[src/rtl/acht_pkg.sv]
// ----------------------------------------------------------------------------
// acht_pkg
// sizes and types for the associative cache hit tracker
// ----------------------------------------------------------------------------
package acht_pkg;

    localparam int ENTRIES     = 16;
    localparam int ADDR_WIDTH  = 32;
    localparam int COUNT_WIDTH = 32;
    localparam int SLOT_WIDTH  = (ENTRIES > 1) ? $clog2(ENTRIES) : 1;

    // port widths fixed by the item format
    localparam int PORT_ADDR_WIDTH  = 32;
    localparam int PORT_SLOT_WIDTH  = 4;
    localparam int PORT_COUNT_WIDTH = 32;

    localparam logic OP_READ  = 1'b0;
    localparam logic OP_WRITE = 1'b1;

    typedef logic [ADDR_WIDTH-1:0]  tag_t;
    typedef logic [COUNT_WIDTH-1:0] count_t;
    typedef logic [SLOT_WIDTH-1:0]  slot_t;

endpackage

[src/rtl/assoc_cache_hit_tracker.sv]
// ----------------------------------------------------------------------------
// assoc_cache_hit_tracker
// fully associative tag store with saturating hit, miss, read, write counters
// ----------------------------------------------------------------------------
// Each access item (op, address) is looked up against all valid tags at once.
// A match is a hit and leaves the store as it is; a miss writes the address
// into the lowest empty entry, or into entry 0 once every entry is valid.
// One result item comes back per access with hit, slot and the four running
// counts, which stop at their maximum. The block takes one item per clock
// cycle while the result side is not stalled; the item sits in the input
// register, then one compare-and-update step loads the result register
// once the result stage is free.
// Back pressure on m_ready holds the result and stalls the input side only
// when both stages are full. Reset clears the valid bits and the counters;
// tag contents are never read before they are written.
// ----------------------------------------------------------------------------
module assoc_cache_hit_tracker (
    input  logic        aclk,
    input  logic        aresetn,
    // access items
    input  logic        s_valid,
    output logic        s_ready,
    input  logic        s_op,
    input  logic [31:0] s_address,
    // result items
    output logic        m_valid,
    input  logic        m_ready,
    output logic        m_hit,
    output logic [3:0]  m_slot,
    output logic [31:0] m_hits_total,
    output logic [31:0] m_misses_total,
    output logic [31:0] m_reads_total,
    output logic [31:0] m_writes_total
);

    localparam int EW = acht_pkg::ENTRIES;
    localparam int AW = acht_pkg::ADDR_WIDTH;
    localparam int CW = acht_pkg::COUNT_WIDTH;
    localparam int SW = acht_pkg::SLOT_WIDTH;
    localparam int PAW = acht_pkg::PORT_ADDR_WIDTH;
    localparam int PSW = acht_pkg::PORT_SLOT_WIDTH;
    localparam int PCW = acht_pkg::PORT_COUNT_WIDTH;

    // input register stage
    logic             in_valid_reg;
    logic             op_reg;
    acht_pkg::tag_t   addr_reg;

    // tag store and its valid bits
    acht_pkg::tag_t   tag_reg [EW];
    logic [EW-1:0]    valid_reg;
    logic [EW-1:0]    valid_next;

    // result register stage
    logic             out_valid_reg;
    logic             hit_reg;
    acht_pkg::slot_t  slot_reg;

    // running counters; they change only when a result is loaded, so they
    // always match the result item on display
    acht_pkg::count_t hit_cnt_reg,   hit_cnt_next;
    acht_pkg::count_t miss_cnt_reg,  miss_cnt_next;
    acht_pkg::count_t read_cnt_reg,  read_cnt_next;
    acht_pkg::count_t write_cnt_reg, write_cnt_next;

    // lookup
    logic [EW-1:0]    match;
    logic             hit_any;
    acht_pkg::slot_t  hit_idx;
    acht_pkg::slot_t  fill_idx;
    acht_pkg::slot_t  slot_next;

    logic             out_free;
    logic             fire;

    logic [AW+PAW-1:0] addr_ext;
    logic [SW+PSW-1:0] slot_ext;
    logic [CW+PCW-1:0] hit_ext, miss_ext, read_ext, write_ext;

    // handshake: the result stage frees up when empty or being taken
    assign out_free = !out_valid_reg || m_ready;
    assign fire     = in_valid_reg && out_free;
    assign s_ready  = !in_valid_reg || out_free;

    // tag is the full 32-bit address
    assign addr_ext = {{AW{1'b0}}, s_address};

    always_ff @(posedge aclk) begin
        if (!aresetn) begin
            in_valid_reg <= 1'b0;
        end else if (s_ready) begin
            in_valid_reg <= s_valid;
        end
    end

    always_ff @(posedge aclk) begin
        if (s_valid && s_ready) begin
            op_reg   <= s_op;
            addr_reg <= addr_ext[AW-1:0];
        end
    end

    // compare against every valid tag, pick lowest match and lowest empty
    always_comb begin
        hit_idx  = '0;
        fill_idx = '0;
        for (int i = 0; i < EW; i++) begin
            match[i] = valid_reg[i] && (tag_reg[i] == addr_reg);
        end
        for (int i = EW - 1; i >= 0; i--) begin
            if (match[i]) begin
                hit_idx = SW'(i);
            end
            if (!valid_reg[i]) begin
                fill_idx = SW'(i);
            end
        end
        hit_any   = |match;
        // full store on a miss falls back to entry 0 via the default above
        slot_next = hit_any ? hit_idx : fill_idx;
    end

    // counter updates, saturating at all ones, and valid bit set on a miss
    always_comb begin
        hit_cnt_next   = hit_cnt_reg;
        miss_cnt_next  = miss_cnt_reg;
        read_cnt_next  = read_cnt_reg;
        write_cnt_next = write_cnt_reg;
        valid_next     = valid_reg;
        if (fire) begin
            if (op_reg == acht_pkg::OP_WRITE) begin
                if (write_cnt_reg != '1) write_cnt_next = write_cnt_reg + 1'b1;
            end else begin
                if (read_cnt_reg != '1) read_cnt_next = read_cnt_reg + 1'b1;
            end
            if (hit_any) begin
                if (hit_cnt_reg != '1) hit_cnt_next = hit_cnt_reg + 1'b1;
            end else begin
                if (miss_cnt_reg != '1) miss_cnt_next = miss_cnt_reg + 1'b1;
                valid_next[fill_idx] = 1'b1;
            end
        end
    end

    always_ff @(posedge aclk) begin
        if (!aresetn) begin
            valid_reg     <= '0;
            hit_cnt_reg   <= '0;
            miss_cnt_reg  <= '0;
            read_cnt_reg  <= '0;
            write_cnt_reg <= '0;
            out_valid_reg <= 1'b0;
        end else begin
            valid_reg     <= valid_next;
            hit_cnt_reg   <= hit_cnt_next;
            miss_cnt_reg  <= miss_cnt_next;
            read_cnt_reg  <= read_cnt_next;
            write_cnt_reg <= write_cnt_next;
            if (out_free) begin
                out_valid_reg <= in_valid_reg;
            end
        end
    end

    // tag write on a miss, result payload on every processed item
    always_ff @(posedge aclk) begin
        if (fire) begin
            hit_reg  <= hit_any;
            slot_reg <= slot_next;
            if (!hit_any) begin
                tag_reg[fill_idx] <= addr_reg;
            end
        end
    end

    // fit internal widths onto the fixed port widths
    assign slot_ext  = {{PSW{1'b0}}, slot_reg};
    assign hit_ext   = {{PCW{1'b0}}, hit_cnt_reg};
    assign miss_ext  = {{PCW{1'b0}}, miss_cnt_reg};
    assign read_ext  = {{PCW{1'b0}}, read_cnt_reg};
    assign write_ext = {{PCW{1'b0}}, write_cnt_reg};

    assign m_valid        = out_valid_reg;
    assign m_hit          = hit_reg;
    assign m_slot         = slot_ext[PSW-1:0];
    assign m_hits_total   = hit_ext[PCW-1:0];
    assign m_misses_total = miss_ext[PCW-1:0];
    assign m_reads_total  = read_ext[PCW-1:0];
    assign m_writes_total = write_ext[PCW-1:0];

endmodule

[config.mk]
export PLATFORM = sky130hd
export DESIGN_NAME = assoc_cache_hit_tracker
export DESIGN_NICKNAME = d
export VERILOG_FILES = /design/src/rtl/acht_pkg.sv /design/src/rtl/assoc_cache_hit_tracker.sv
export SDC_FILE = /design/constraint.sdc
export NUM_CORES = 1
export LEC_CHECK = 0
export BUFFER_PORTS_ARGS = -buffer_cell sky130_fd_sc_hd__buf_4
export CAP_MARGIN = 25
export CELL_PAD_IN_SITES_DETAIL_PLACEMENT = 1
export CELL_PAD_IN_SITES_GLOBAL_PLACEMENT = 2
export CORE_MARGIN = 4
export CORE_UTILIZATION = 45
export DETAILED_ROUTE_END_ITERATION = 6
export GPL_ROUTABILITY_DRIVEN = 0
export PLACE_DENSITY = 0.91
export SLEW_MARGIN = 20
export SYNTH_ARGS = -nofsm -noshare
export SYNTH_HDL_FRONTEND = slang
export SYNTH_SLANG_ARGS = --single-unit
[constraint.sdc]
create_clock -name aclk -period 11.7 [get_ports aclk]
set_clock_uncertainty 0.05 [all_clocks]
set_input_delay 0.585 -clock aclk [delete_from_list [all_inputs] [get_ports aclk]]
set_output_delay 0.585 -clock aclk [all_outputs]
set_load 0.005 [all_outputs]
==> results.txt <==
----------------------------------------------------
[Clock tree]
  Number of H-tree levels ... 3
  Number of buffers created by CTS ... 78
  Clk slew on worst S/H paths ... 0.06 ns
  Latest clock arrival within the worst-skew pair ... 0.65 ns
  CTS sink cnt ... 696
  Clk Tree Root Cell ... clkbuf_16
  Count of hold buffers inserted by post-cts repair ... 0
  Buffers from clock root to sink, at most ... 3
  Clock tree from TritonCTS ... built
  Post-CTS Resized ... 0
  Setup fix buffers added after clock tree synthesis ... 0

[Timing]
  TNS Setup ... 0 ns
  Final critical-path share of the clock period ... 42.4%
  Slew Viols, Final ... 0
  Final worst slack ... 6.74 ns
  Final count of negative-setup-slack endpoints ... 0
  F_max ... 201 MHz
  Headroom to the max-slew limit ... 29.4%
  Count of endpoints failing hold in the final timing report ... 0
  Clock period minus final worst setup slack ... 4.96 ns
  Slew at the pin closest to its max-slew limit ... 1.05 ns
  RSZ-0062 raised after global routing ... no

[Layout]
  Top library cells by usage in the layout, fill and taps aside ... edfxtp_1, xor2_1, buf_4
  Number of antenna repair diodes ... 0
  Post-layout nets ... 2,695
  Fillers ... 7,110
  Largest register FFs ... 512
  Register cell area after layout ... 19,400 sq um
  Cell area after layout ... 36,200 sq um
  Synthesis-to-layout area growth ... 13.8%
  Fraction of final layout cells sized beyond drive strength 1 ... 14.2%
  Final Instance Count excl. Fillers ... 3,657
  Leading cell type in the layout, fill and taps excluded ... edfxtp_1
  Total area of multi-input combinational cells ... 11,400 sq um

[Pwr]
  Overall Power ... 5.33 mW
  Maximum vdd drop ... 0.118 mV
  Pwr Density ... 147 nW/um^2
  Leakage dissipation ... 12.2 nW

[Critical path]
  CP cell instances ... buf_4 -> xor2_1 -> nor4b_1 -> nand4_1 -> or4_1 -> nand4b_1 -> nor4_2 -> buf_4 -> nand4_1 -> nor2_2 -> buf_4
  Critical-path cell with the highest stage delay ... edfxtp_1
  CP endpoint kind ... flop
  Required time at the endpoint of the critical path ... 11.93 ns
  Cell family with the largest share of critical-path delay ... simple AND/OR/NAND/NOR gates
  Delay contributed by the slowest stage of the critical path ... 0.77 ns
  Worst path bufs/invs ... 3
  Cell repeated most along the worst path ... buf_4
  Arrival time at the worst endpoint ... 5.19 ns
  Kind of start point of the critical path ... flop
  Critical Path Fanout Max ... 75
  Type of the worst setup path ... reg -> reg

[Global routing]
  Global route total overflow ... 0
  Wire length of the first global-routing pass ... 144 mm
  Aggregate global-route resource usage ... 25.0%
  Pin count of the biggest net entering global routing ... 86
  Via count of the first global-routing pass ... 23,500
  Antenna violations before repair ... 0

[Yosys]
  Number of distinct library cells after synthesis ... 65
  Post-Synthesis Net Count ... 2,494
  Synth Flop Type ... edfxtp_1
  Average size of a mapped cell ... 13.0 sq um
  Post-synthesis sequential area ratio ... 61.1%
  Post-synthesis register bit count ... 696
  Number of warning messages in the yosys log ... 0
  Cell area after technology mapping ... 31,800 sq um
  Number of enable flip-flop cells after synthesis ... 550
  Cells after synthesis ... 2,453
  Async set-or-reset flop fraction in the synthesized netlist ... 0%

[Place]
  HPWL after detailed placement ... 57.5 mm
  DP Cell Count ... 3,513
  Post-placement worst setup slack ... 6.92 ns
  Count of input and output buffers ... 171
  DP Area ... 33,800 sq um

[Detailed routing]
  Iteration-0 DRC count of the detailed router ... 2,252
  Antenna Violating Nets Remaining ... 0
  Routed metal-1 wire length ... 38.8 mm
  DR WL met3 ... 7.98 mm
  Routed Wire Length ... 96.3 mm
  Vias ... 22,200
  Routed length on met2 ... 46.1 mm
  Routed wirelength normalized by instance count ... 26.3 um
  First-pass DRT Iterations ... 6
  Uppermost signal routing layer after detailed routing ... met4
  DRC viols ... 0
  Via density ... 6.08

[Floorplan]
  Row cnt ... 97
  Initial Util ... 45.4%
  Vertical die dimension ... 274 um
  Core area ... 70,000 sq um
  I/O pin count ... 172
  Total Die Area ... 75,000 sq um
  Die width ... 274 um

[Min path]
  Hold WC Path Type ... in -> reg

[Outcome]
  Run status ... completed

[Run]
  Max-Cap Viols ... 0

----------------------------------------------------
[cell families (layout without fill, tap and decap cells)]
logic type               after synthesis  count (layout)  synth area share (%)
AO/OA/AOI/OAI                        125             125                  2.49
XOR/XNOR                             564             564                  15.7
multiplexers                          38              38                  1.20
adder cells (fa/ha/maj)                4               4                 0.157
buffers and inverters                129             393                  3.30
AND/OR/NAND/NOR                      897             897                  16.1
flip-flops                           696             696                  61.1
[cells in the mapped netlist (all sizes together), types with 3 or more instances]
cell type	count	area share [%]
nor2b	3	0.059
o21ai	35	0.55
mux2i	38	1.2
dfxtp	146	9.2
ha	4	0.16
or2	4	0.079
a21oi	38	0.60
and3	27	0.56
nand2b	45	0.89
buf	77	2.7
o31a	3	0.083
nand4b	18	0.58
nor4b	16	0.44
and2	7	0.14
nor2	99	1.2
and4	22	0.61
nor4	206	4.1
nand4	87	1.7
nand2	137	1.6
or3b	3	0.083
clkbuf	35	0.41
a31oi	5	0.098
xnor2	106	2.9
edfxtp	550	52
o41ai	5	0.14
a2111o	3	0.11
nand3	91	1.4
or3	35	0.69
inv	17	0.20
or4	34	0.81
xor2	458	13
nor3	57	0.91
o311ai	5	0.14
o31ai	18	0.46
[through the flow]
stage,util (%),hold WS [ns]
3_3_place_gp,48.2,0.423
6_report,51.7,0.0676
3_5_place_dp,48.2,0.442
5_1_grt,51.7,0.0456
4_1_cts,51.7,0.0361
2_1_floorplan,-,0.417
[per-layer routing]
| metal | GRT usage (%) | vias to the layer above |
|---|---|---|
| met5 | 0 | - |
| met4 | 9.45 | 0 |
| met1 | 32.2 | 11400 |
| li1 | - | 9535 |
| met2 | 42.1 | 1085 |
| met3 | 4.90 | 243 |
[layout make-up]
class / instances / area share, %
clock inverter: 49 / 1.05
timing repair buffer: 233 / 4.87
inverter: 17 / 0.180
multi-input combinational: 1628 / 31.4
clock buffer: 94 / 5.56
tap: 940 / 3.25
sequential: 696 / 53.7
[worst paths after layout]
check                                         from                  to  slack, ns  cells after the start
worst max-delay path                  addr_reg[14]      tag_reg[12][2]       6.74                     11
worst max register to register        addr_reg[14]      tag_reg[12][2]       6.74                     11
worst min-delay path                 s_address[19]        addr_reg[19]       0.07                      1
worst min register to register  m_misses_total[15]  m_misses_total[15]       0.45                      2
[report_power, final]
| part | total (mW) | internal [mW] | switching (mW) |
|---|---|---|---|
| clock | 2.32 | 1.28 | 1.04 |
| combinational | 0.310 | 0.0800 | 0.230 |
| sequential | 2.70 | 2.69 | 0.0115 |
No activity file was read; power rests on OpenSTA's default activity.
